## src/design/idr_pkg.sv

```systemverilog
`timescale 1ns / 1ps
`default_nettype none
// ----------------------------------------------------------------------------
// idr_pkg
// Shared types, register indexes and lookup functions for the index/data
// register file and its memory route decoder.
// ----------------------------------------------------------------------------
package idr_pkg;

  typedef enum logic [1:0] {
    OP_WRITE = 2'd0,
    OP_READ  = 2'd1,
    OP_QUERY = 2'd2
  } op_t;

  typedef enum logic [1:0] {
    ROUTE_BOARD = 2'd0,
    ROUTE_IO    = 2'd1,
    ROUTE_NONE  = 2'd2
  } route_t;

  localparam logic [7:0] IDX_ID0      = 8'h04;
  localparam logic [7:0] IDX_ID0_B    = 8'h05;
  localparam logic [7:0] IDX_ID0_C    = 8'h06;
  localparam logic [7:0] IDX_ID1      = 8'h08;
  localparam logic [7:0] IDX_LOW_LAST = 8'h13;
  localparam logic [7:0] IDX_HI_FIRST = 8'h28;
  localparam logic [7:0] IDX_HI_LAST  = 8'h2A;

  localparam logic [7:0] ID0_MASK   = ~8'hE3;
  localparam logic [7:0] ID1_MASK   = ~8'hE0;
  localparam logic [7:0] READ_EMPTY = 8'hFF;

  // Stored slots: 0x04-0x06, 0x08-0x13, 0x28-0x2A.
  localparam int NUM_SLOTS  = 18;
  localparam int SLOT_W     = $clog2(NUM_SLOTS);
  localparam int SLOT_R09   = 4;
  localparam int SLOT_R0A   = 5;
  localparam int SLOT_R0E   = 9;
  localparam int SLOT_LOW   = 3;
  localparam int SLOT_HI    = 15;

  typedef struct packed {
    logic              hit;
    logic [SLOT_W-1:0] slot;
  } slot_t;

  typedef struct packed {
    logic [7:0]      seg_ctl;
    logic [3:0][7:0] low_map;
    logic [1:0][7:0] high_map;
  } map_regs_t;

  function automatic slot_t slot_lookup(input logic [7:0] idx);
    slot_t      s;
    logic [7:0] off;
    s   = '0;
    off = '0;
    if (idx >= IDX_ID0 && idx <= IDX_ID0_C) begin
      off    = idx - IDX_ID0;
      s.hit  = 1'b1;
      s.slot = SLOT_W'(off);
    end else if (idx >= IDX_ID1 && idx <= IDX_LOW_LAST) begin
      off    = idx - IDX_ID1 + 8'(SLOT_LOW);
      s.hit  = 1'b1;
      s.slot = SLOT_W'(off);
    end else if (idx >= IDX_HI_FIRST && idx <= IDX_HI_LAST) begin
      off    = idx - IDX_HI_FIRST + 8'(SLOT_HI);
      s.hit  = 1'b1;
      s.slot = SLOT_W'(off);
    end
    return s;
  endfunction

endpackage
`default_nettype wire

```

## src/design/idr_route.sv

```systemverilog
`timescale 1ns / 1ps
`default_nettype none
// ----------------------------------------------------------------------------
// idr_route
// Memory route decoder: maps a physical address and direction to system
// board, I/O channel or not decoded, from the block bitmaps and segment bits.
// ----------------------------------------------------------------------------
module idr_route
  import idr_pkg::*;
(
  input  var map_regs_t   regs,
  input  wire logic [19:0] address,
  input  wire logic        access_write,
  output route_t           route
);

  logic [4:0] low_blk;
  logic [3:0] high_blk;
  logic [1:0] seg;
  logic [2:0] seg_bit;
  logic       low_hit;
  logic       high_hit;

  assign low_blk  = {address[19], address[17:14]};
  assign high_blk = address[17:14];
  assign seg      = high_blk[3:2];
  assign seg_bit  = access_write ? {1'b1, ~seg} : {1'b0, ~seg};
  assign low_hit  = regs.low_map[low_blk[4:3]][low_blk[2:0]];
  assign high_hit = regs.high_map[high_blk[3]][high_blk[2:0]];

  always_comb begin
    case (address[19:18])
      2'b00: route = ROUTE_NONE;
      2'b01,
      2'b10: route = low_hit ? ROUTE_IO : ROUTE_BOARD;
      default: begin
        if (high_hit || regs.seg_ctl[seg_bit]) begin
          route = ROUTE_IO;
        end else begin
          route = ROUTE_BOARD;
        end
      end
    endcase
  end

endmodule
`default_nettype wire

```

## src/design/index_data_regs_with_shadow_decode.sv

```systemverilog
`timescale 1ns / 1ps
`default_nettype none
// A beat accepted on start is held in the input registers; its result strobe comes from the result register.
// Throughput: one beat per cycle; busy is never raised, one input register
// and one result register bound the single decode pass.
// The result strobe lasts one cycle; the receiver cannot stall.
// Reset clears the index and all stored registers, so routing is defined at once.
// ----------------------------------------------------------------------------
// index_data_regs_with_shadow_decode
// Index/data register file with ID masking and a shadow memory route decoder.
// ----------------------------------------------------------------------------
module index_data_regs_with_shadow_decode
  import idr_pkg::*;
(
  input  wire logic        clk,
  input  wire logic        rst_n,
  input  wire logic        start,
  output logic             busy,
  input  wire logic [1:0]  in_op,
  input  wire logic        in_port_odd,
  input  wire logic [7:0]  in_data,
  input  wire logic [19:0] in_address,
  input  wire logic        in_access_write,
  output logic             out_valid,
  output logic [7:0]       out_read_data,
  output logic [1:0]       out_route
);

  logic        in_vld_r;
  logic [1:0]  op_r;
  logic        odd_r;
  logic [7:0]  data_r;
  logic [19:0] addr_r;
  logic        wr_r;

  logic [7:0]  index_r;
  logic [7:0]  regs_r [NUM_SLOTS];

  logic        out_vld_r;
  logic [7:0]  rdata_r;
  logic [1:0]  route_r;
  logic [7:0]  rdata_nxt;
  logic [1:0]  route_nxt;

  slot_t       sel;
  logic [7:0]  sel_val;
  map_regs_t   map_regs;
  route_t      route_q;

  assign busy = 1'b0;

  always_ff @(posedge clk) begin
    if (!rst_n) begin
      in_vld_r <= 1'b0;
    end else begin
      in_vld_r <= start;
    end
  end

  always_ff @(posedge clk) begin
    if (start) begin
      op_r   <= in_op;
      odd_r  <= in_port_odd;
      data_r <= in_data;
      addr_r <= in_address;
      wr_r   <= in_access_write;
    end
  end

  assign sel     = slot_lookup(index_r);
  assign sel_val = regs_r[sel.slot];

  always_comb begin
    map_regs.seg_ctl = regs_r[SLOT_R09];
    for (int i = 0; i < 4; i++) begin
      map_regs.low_map[i] = regs_r[SLOT_R0A + i];
    end
    for (int i = 0; i < 2; i++) begin
      map_regs.high_map[i] = regs_r[SLOT_R0E + i];
    end
  end

  idr_route u_route (
    .regs         (map_regs),
    .address      (addr_r),
    .access_write (wr_r),
    .route        (route_q)
  );

  always_comb begin
    rdata_nxt = '0;
    route_nxt = '0;
    case (op_t'(op_r))
      OP_READ: begin
        if (!odd_r || !sel.hit) begin
          rdata_nxt = READ_EMPTY;
        end else if (index_r == IDX_ID0) begin
          rdata_nxt = sel_val & ID0_MASK;
        end else if (index_r == IDX_ID1) begin
          rdata_nxt = sel_val & ID1_MASK;
        end else begin
          rdata_nxt = sel_val;
        end
      end
      OP_QUERY: route_nxt = route_q;
      default: begin
        rdata_nxt = '0;
        route_nxt = '0;
      end
    endcase
  end

  always_ff @(posedge clk) begin
    if (!rst_n) begin
      index_r <= '0;
      for (int i = 0; i < NUM_SLOTS; i++) begin
        regs_r[i] <= '0;
      end
    end else if (in_vld_r && op_t'(op_r) == OP_WRITE) begin
      if (!odd_r) begin
        index_r <= data_r;
      end else if (sel.hit) begin
        regs_r[sel.slot] <= data_r;
      end
    end
  end

  always_ff @(posedge clk) begin
    if (!rst_n) begin
      out_vld_r <= 1'b0;
    end else begin
      out_vld_r <= in_vld_r;
    end
  end

  always_ff @(posedge clk) begin
    if (in_vld_r) begin
      rdata_r <= rdata_nxt;
      route_r <= route_nxt;
    end
  end

  assign out_valid     = out_vld_r;
  assign out_read_data = rdata_r;
  assign out_route     = route_r;

endmodule
`default_nettype wire

```

## config.mk

```make
export PLATFORM = sky130hd
export DESIGN_NAME = index_data_regs_with_shadow_decode
export DESIGN_NICKNAME = d
export VERILOG_FILES = /design/src/design/idr_pkg.sv /design/src/design/idr_route.sv /design/src/design/index_data_regs_with_shadow_decode.sv
export SDC_FILE = /design/constraint.sdc
export NUM_CORES = 1
export LEC_CHECK = 0
export BUFFER_PORTS_ARGS = -buffer_cell sky130_fd_sc_hd__buf_4
export CAP_MARGIN = 20
export CORE_MARGIN = 2
export CORE_UTILIZATION = 49
export DETAILED_ROUTE_END_ITERATION = 7
export GPL_ROUTABILITY_DRIVEN = 0
export HOLD_SLACK_MARGIN = 0.06
export PLACE_DENSITY_LB_ADDON = 0.2
export SLEW_MARGIN = 15
export SYNTH_ARGS = -nofsm -noshare
export SYNTH_HDL_FRONTEND = slang
export SYNTH_SLANG_ARGS = --single-unit
export TNS_END_PERCENT = 100
```

## constraint.sdc

```tcl
create_clock -name clk -period 5.1 [get_ports clk]
set_input_delay 0.51 -clock clk [delete_from_list [all_inputs] [get_ports clk]]
set_output_delay 0.51 -clock clk [all_outputs]
set_load 0.02 [all_outputs]
```

* After elaboration in Yosys (flattened, before gate mapping)
Memory sizes are Yosys's and may differ from the RTL's. Cells that the tools add are included.
Cells by class: add/subtract/negate cells 5, magnitude comparators 10, eq/ne operators 6, muxes and demuxes 29, bitwise gates (word level) 2, reduce and logical (&&, ||, !) cells 13
Operator list (count):
- two-way mux 8 bit | 7
- two-way mux 6 bit | 3
- binary-select mux 8 bit (select 2 bit) | 1
- two-way mux 1 bit | 12
- subtractor 5 x 4 -> 5 bit, second input constant | 2
- binary-select mux 1 bit (select 3 bit) | 3
- equality test 8 x 3 -> 1 bit, second input constant | 1
- equality test 8 x 4 -> 1 bit, second input constant | 1
- >= comparator 8 x 3 -> 1 bit, second input constant | 1
- >= comparator 8 x 4 -> 1 bit, second input constant | 1
- >= comparator 8 x 6 -> 1 bit, second input constant | 1
- less-or-equal comparator 8 x 3 -> 1 bit, second input constant | 1
- less-or-equal comparator 8 x 5 -> 1 bit, second input constant | 1
- less-or-equal comparator 8 x 6 -> 1 bit, second input constant | 1
- less-than comparator 3 x 4 -> 1 bit, second input constant | 2
- OR reduction 8 bit | 1
- adder 5 x 2 -> 5 bit, second input constant | 1
- adder 5 x 4 -> 5 bit, second input constant | 1
- two-way mux 5 bit | 1
- subtractor 5 x 3 -> 5 bit, second input constant | 1
- equality test 2 x 1 -> 1 bit, second input constant | 2
- equality test 2 bit, second input constant | 2
- logical AND 1 bit | 4
- zero test 2 bit | 2
- 10 further kinds | 12
Word-level totals: flip-flop bits (word level) 52, RAM bits 144, output and inout port bits 12, logic and storage cells 76, memories kept 1
Memories:
- regs_r | words 18, bits a word 8, rd ports 8, clocked after Yosys merged registers in 0, wr ports 18, line index_data_regs_with_shadow_decode.sv:37 | logic [7:0] regs_r [NUM_SLOTS];

* Longest topological paths before layout
Gate-level depths: netlist of the first run.
depth after elaboration 12, gate-level depth with buffers 15

* By module
A second synthesis of the first run with hierarchy kept.
Unflattened totals: cell total of the unflattened synthesis 1016, area total of the unflattened synthesis 13773.2 µm²
Modules (own cells, without submodules):
- index_data_regs_with_shadow_decode | times used 1, cells each 977, area an instance 13240.2 µm²
- idr_route | times used 1, cells each 39, area an instance 533.0 µm²

* Least setup slack after synthesis of the first run
No wires, ideal clock.
path type register to register, from reg index_r[3], to mem regs_r[20][0] (enable), library setup time 0.383 ns, data arrival time 3.216 ns, data required time 4.717 ns, setup slack 1.501 ns, cell stages (with the launch flop) 13, path buffers 2, period minus slack after synthesis 3.599 ns, cells stage by stage dfxtp_1 buf_2 inv_1 ha_1 a21boi_1 a311o_2 nor2_8 buf_2 o21a_1 nand3_1 nor2_1 nand2_1 nor3_1
RTL lines:
- start, declared | line index_data_regs_with_shadow_decode.sv:36 | logic [7:0] index_r;
- start signal, assigned | line index_data_regs_with_shadow_decode.sv:121 | index_r <= data_r;
- end, declared | line index_data_regs_with_shadow_decode.sv:37

==> results of run 1 <==
-- stage by stage --
step / setup slack (ns) / total power [uW] / hold WS [ns] / cell area (um^2)
floorplan: 1.501 / 3015 / 0.4444 / 13840
CTS: 0.6130 / 5485 / 0.1112 / 15570
global placement: 0.6875 / 3147 / 0.4544 / 14480
global route: 0.2338 / 5619 / 0.1126 / 15570
finish: 0.5078 / 5475 / 0.1277 / 15570
detailed placement: 0.6119 / 3152 / 0.4665 / 14480
-- area by class of cell --
type	count	area (um^2)	share of cell area [%]
Tap cell	378	473.0	3.038
Inverter	19	71.32	0.4581
Timing Repair Buffer	64	518.0	3.327
Sequential cell	294	8730	56.07
Multi-Input combinational cell	821	4691	30.13
Clock buffer	31	775.7	4.983
Clock inverter	27	310.3	1.993
-- worst max-delay path, cell delays in order (launching register included) --
cell	delay [ns]
dfxtp_1	0.60
inv_1	0.18
ha_1	0.25
a21boi_1	0.17
a311o_2	0.51
nor2_8	0.44
o21ai_1	0.23
nor3_1	0.41
nand2_1	0.12
nor3_1	0.52
nand2_1	0.38
nand2_1	0.42
-- power by group through the flow --
stage / clock network (uW) / registers, uW / logic, uW
floorplan: 0 / 2770 / 249
global placement: 0 / 2790 / 357
detailed placement: 0 / 2790 / 361
CTS: 2380 / 2740 / 363
global route: 2480 / 2750 / 395
finish: 2360 / 2740 / 369
-- flip-flops by register name (all words and copies together) (netlist names) --
signal,cells
out_route,2
op_r,2
index_r,8
data_r,8
addr_r,6
out_valid,1
in_vld_r,1
regs_r,256
odd_r,1
out_read_data,8
wr_r,1
-- how the worst max path moves through the flow --
stage                     slack, ns                to       start
final                          0.51     regs_r[12][4]  index_r[3]
after global placement         0.69  out_read_data[4]  index_r[3]
after floorplan                1.50     regs_r[20][0]  index_r[3]
after global routing           0.23     regs_r[14][4]  index_r[3]
after CTS                      0.61     regs_r[12][4]  index_r[3]
after detailed placement       0.61     regs_r[12][3]  index_r[3]
-- cells in the final DEF, fill, tap and decap left out, drive strengths merged, types with 11 or more instances in the layout --
cell      n
nor2    155
edfxtp  284
mux4     19
nor3     22
clkinv   16
a31oi    31
inv      20
mux2i    15
clkbuf   31
and2     15
nand3    76
a22oi    11
buf      64
nand2   280
o21ai    18
a32oi    12
a21oi    40
a211oi   11
-- layer usage --
| layer | part of all wire [%] | vias to the layer above | GRT usage, % |
|---|---|---|---|
| met4 | 3.3 | 0 | 9.317 |
| met2 | 45 | 516 | 39.88 |
| met1 | 42 | 4922 | 37.94 |
| li1 | - | 4456 | - |
| met3 | 9.4 | 79 | 3.708 |
| met5 | 0 | - | 0 |
-- kinds of logic (layout without fill, tap and decap cells) --
kind of cell | Yosys count | after routing | share of synthesized area [%]
and+or+nand+nor | 584 | 584 | 18.20
xor gates and xnor gates | 2 | 2 | 0.1266
DFF | 294 | 294 | 63.06
buffers and inverters | 94 | 141 | 3.118
AOI/OAI and AO/OA | 181 | 181 | 9.663
muxes | 43 | 43 | 4.908
other | 1 | 1 | 0.02709
adders and majority gates | 10 | 10 | 0.9039
==> flow_metrics.py, run 1 <==
metrics = {
    "run_status": {
        "outcome": "finished clean",
    },
    "route": {
        "routed_wl_um": 37870,
        "dr.pass1.iters": 6,
        "routed_via_density": 6.103,
        "drt_iter0_drc": 1251,
        "post-route-drc-count": 0,
        "num_vias": 9973,
        "wl_per_cell_um": 23.18,
        "drtAntennaViolNets": 0,
    },
    "floorplan": {
        "die_area_um2": 29610,
        "core_area_um2": 27780,
        "fp.dieW_um": 172.1,
        "die_h_um": 172.1,
        "io_pins": 47,
        "initial_core_util_pct": 49.82,
        "num_rows": 61,
    },
    "worst_setup_path": {
        "worst_r2r_startpoint": "index_r[3]",
        "path_class": "reg -> reg",
        "r2r-end": "regs_r[12][4]",
        "cp-start-kind": "flip-flop",
        "cp.required_ns": 5.31,
        "reg2regPathDepth": 11,
        "arrival_ns": 4.80,
        "r2r_slack_ns": 0.51,
        "worstSetupEndpointType": "flip-flop",
        "path_max_fanout": 27,
    },
    "cts": {
        "clk_latency_ns": 0.57,
        "postCtsSetupBuffers": 0,
        "htreeDepth": 1,
        "clockBufferDepth": 3,
        "path_clk_slew_ns": 0.06,
        "numCtsBuffers": 31,
        "post_cts_resized": 0,
        "root_buffer": "clkbuf_16",
        "cts_tree": "done",
        "clock_sinks": 294,
        "postCtsHoldBufs": 0,
    },
    "yosys": {
        "synth_top_cell_area_share_pct": 61.61,
        "synth_top_area_cell": "edfxtp_1",
        "syn_area_um2": 13840,
        "synth_warnings": 0,
        "synth_fp_nets": 1254,
        "synth_cell_type_count": 71,
        "synth-async-reset-ratio_pct": 0,
        "synth-seq-area-share_pct": 63.06,
        "syn_inst": 1209,
        "synth_edf_count": 284,
        "synth_area_leaders": "edfxtp_1 (62%), nand2_1 (7.5%), nor2_1 (4.2%)",
        "synth-seq-cells": 294,
        "avgSynthCellArea_um2": 11.45,
        "synth_most_common_cell": "edfxtp_1",
        "synth_ff_type": "edfxtp_1",
        "yosys-top-cells-count": "edfxtp_1 (284), nand2_1 (278), nor2_1 (154)",
    },
    "global_routing": {
        "grt_pass1_vias": 9345,
        "grt_overflow": 0,
        "grt_usage_pct": 25.95,
        "antenna_found_initial": 0,
        "grt_max_degree": 49,
        "grt_pass1_wl_um": 57120,
    },
    "sta": {
        "setup_viol_count_final": 0,
        "tns_ns": 0,
        "min_period_ns": 4.592,
        "relSlewSlack_pct": 22.45,
        "min_period_over_period_pct": 90.04,
        "hold_violations": 0,
        "rsz0062_at_grt": "false",
        "finClkSkew_ns": 0.02413,
        "timing.final.max_slew_violations": 0,
        "fmax_mhz": 217.8,
        "tightest_slew_ns": 1.163,
    },
    "final_layout": {
        "fin_cells": 1634,
        "fillers": 2371,
        "antenna_cells": 0,
        "drive_above_1_share_pct": 13.22,
        "utilization_pct": 56.04,
        "nets": 1276,
        "syn_to_final_growth_pct": 12.47,
    },
    "power_and_ir_drop": {
        "internal-power_uw": 4246,
        "p_leak_uw": 0.005380,
        "switching_share_pct": 22.43,
        "comb_power_share_pct": 6.7,
        "switchingPower_uw": 1228,
        "seqPwrFrac_pct": 50.1,
        "ir_drop_mv": 0.3101,
        "pwr-share-clk_pct": 43.2,
        "p_per_area_nw_per_um2": 351.6,
    },
    "min_path": {
        "worst_hold_path.endpoint": "data_r[6]",
        "hp-start": "in_data[6]",
        "worstHoldPathCells": 1,
        "hold_class": "in -> reg",
    },
    "place": {
        "dp_cells": 1576,
        "dp_hpwl_um": 25430,
        "io_buffers": 31,
    },
    "job": {
        "cap_violations": 0,
    },
}
Note: power is estimated with default switching activity, not from simulation.
==> run 2: changes to the inputs <==
--- a/config.mk
+++ b/config.mk
@@ -7,6 +7,8 @@
 export LEC_CHECK = 0
 export BUFFER_PORTS_ARGS = -buffer_cell sky130_fd_sc_hd__buf_4
 export CAP_MARGIN = 20
+export CELL_PAD_IN_SITES_DETAIL_PLACEMENT = 1
+export CELL_PAD_IN_SITES_GLOBAL_PLACEMENT = 1
 export CORE_MARGIN = 2
 export CORE_UTILIZATION = 49
 export DETAILED_ROUTE_END_ITERATION = 7
==> run 2 against run 1 <==
  * Via count grew 2.1%
  * Final cell count rose by 0.67%
  * Flip-flop and latch count stayed put
  * Worst setup slack worse by 0.054 ns
  * Maximum frequency decreased by 1.2%
  * First-iteration DRC count fell by 31%
  * Count of clock-buffer cells in the layout up 10
  * Clock power about the same
  * Non-clock buffer count grew 8
  * Sequential power barely moved
  * Sequential share of layout area shrank 0.11 points
==> flow_metrics.py, run 2 (synthesized netlist as in run 1, its figures left out) <==
metrics = {
    "run_status": {
        "outcome": "finished clean",
    },
    "final_layout": {
        "drive_above_1_share_pct": 13.20,
        "nets": 1287,
        "mostFrequentLayoutCells": "edfxtp_1 (284), nand2_1 (278), nor2_1 (154)",
        "top_register": "regs_r",
        "multi_input_area_um2": 4691,
        "post-route-cell-area_um2": 15600,
        "layout_commonest_cell": "edfxtp_1",
        "area.sequential_um2": 8730,
        "largest_reg_flops": 256,
        "fillers": 2904,
        "syn_to_final_growth_pct": 12.70,
    },
    "sta": {
        "finClkSkew_ns": 0.01345,
        "min_period_ns": 4.646,
        "fmax_mhz": 215.2,
        "relSlewSlack_pct": 17.83,
        "rsz0062_at_grt": "false",
        "tns_ns": 0,
        "min_period_over_period_pct": 91.10,
        "timing.final.max_slew_violations": 0,
        "setup_viol_count_final": 0,
        "tightest_slew_ns": 1.233,
        "hold_violations": 0,
    },
    "cts": {
        "post_cts_resized": 0,
        "postCtsSetupBuffers": 0,
        "htreeDepth": 2,
        "clockBufferDepth": 3,
        "cts_tree": "done",
        "clk_latency_ns": 0.52,
        "postCtsHoldBufs": 0,
        "numCtsBuffers": 34,
        "path_clk_slew_ns": 0.06,
        "clock_sinks": 294,
        "root_buffer": "clkbuf_16",
    },
    "route": {
        "routed_wl_um": 42510,
        "routed_via_density": 6.193,
        "dr.pass1.iters": 5,
        "num_vias": 10190,
        "drt_iter0_drc": 868,
        "drtAntennaViolNets": 0,
        "wl_per_cell_um": 25.84,
        "post-route-drc-count": 0,
    },
    "worst_setup_path": {
        "slowest_delay_ns": 0.66,
        "cp_slowest_cell": "nor2_1",
        "arrival_ns": 4.78,
        "worstSetupEndpointType": "flip-flop",
        "cp_common_cell": "nor2_1",
        "worst_r2r_startpoint": "index_r[3]",
        "crit_path_cell_trace": "inv_1 -> ha_1 -> a21boi_1 -> a311oi_4 -> nand2_2 -> mux2_2 -> nor2_1 -> nand2_1 -> nor2_1",
        "startpoint": "index_r[3]",
        "path_max_fanout": 17,
        "path_class": "reg -> reg",
        "cp-start-kind": "flip-flop",
        "cp.required_ns": 5.24,
    },
    "global_routing": {
        "grt_pass1_vias": 10420,
        "antenna_found_initial": 1,
        "grt_overflow": 0,
        "grt_max_degree": 61,
        "grt_usage_pct": 29.10,
        "grt_pass1_wl_um": 62930,
    },
    "power_and_ir_drop": {
        "p_leak_uw": 0.005406,
        "pwr-share-clk_pct": 43.1,
        "seqPwrFrac_pct": 49.9,
        "comb_power_share_pct": 7.0,
        "p_per_area_nw_per_um2": 352.4,
        "ir_drop_mv": 0.2015,
        "internal-power_uw": 4235,
        "switchingPower_uw": 1263,
        "switching_share_pct": 22.97,
    },
    "place": {
        "dp_hpwl_um": 29040,
        "io_buffers": 31,
        "placed_area_um2": 14530,
    },
    "floorplan": {
        "die_h_um": 172.1,
        "die_area_um2": 29610,
        "num_rows": 61,
        "io_pins": 47,
        "initial_core_util_pct": 49.82,
        "fp.dieW_um": 172.1,
        "core_area_um2": 27780,
    },
    "min_path": {
        "hp-start": "in_op[1]",
        "hold_class": "in -> reg",
    },
    "job": {
        "cap_violations": 0,
    },
}
run 2: cell count changes in the layout (fill, tap and decap cells not counted), sizes merged:
cell      delta
clkinvlp     -1
diode        +2
bufinv       -3
clkinv       -5
buf          +8
clkbuf      +10
run 2: cell type report:
cell class	instances	share of cell area [%]
Clock buffer	41	5.759
Clock inverter	18	1.067
Tap cell	378	3.032
Sequential cell	294	55.96
Antenna cell	2	0.03208
Timing Repair Buffer	72	3.625
Inverter	19	0.4572
Multi-Input combinational cell	821	30.07
run 2: final timing paths:
check,cells past startpoint,to,slack (ns)
setup / recovery,9,regs_r[29][6],0.45
hold / removal,1,op_r[1],0.17
setup reg to reg,9,regs_r[29][6],0.45
hold reg to reg,2,index_r[5],0.48
run 2: power groups by stage:
stage	sequential [uW]	combinational, uW	clock [uW]
6_report	2740	384	2370
2_1_floorplan	2770	249	0
4_1_cts	2740	380	2390
5_1_grt	2750	408	2480
3_3_place_gp	2790	365	0
3_5_place_dp	2790	376	0
run 2: routing by layer:
metal	track usage, %	vias to the layer above	wire (um)
met5	0	-	0
met4	14.36	0	2000
met3	5.356	107	3125
met2	46.81	405	20060
met1	38.21	5197	17330
li1	-	4478	-
run 2: worst max-delay path, delay by kind of cell, from the launching register on:
| family | cells | cell delay (ns) |
|---|---|---|
| and+or+nand+nor | 4 | 1.95 |
| DFF | 1 | 0.59 |
| muxes | 1 | 0.49 |
| buffers and inverters | 1 | 0.20 |
| AOI/OAI and AO/OA | 2 | 0.75 |
| adders and majority gates | 1 | 0.27 |
run 2: stage by stage:
step	setup WS, ns	hold WS, ns	utilization, %	power (uW)	instances
2_1_floorplan	1.501	0.4444	-	3015	1209
3_3_place_gp	0.7522	0.4562	52.30	3154	1584
3_5_place_dp	0.6234	0.4723	52.30	3168	1584
4_1_cts	0.5723	0.1600	56.13	5508	1643
5_1_grt	0.2896	0.1655	56.13	5638	1643
6_report	0.4539	0.1723	56.15	5498	1645
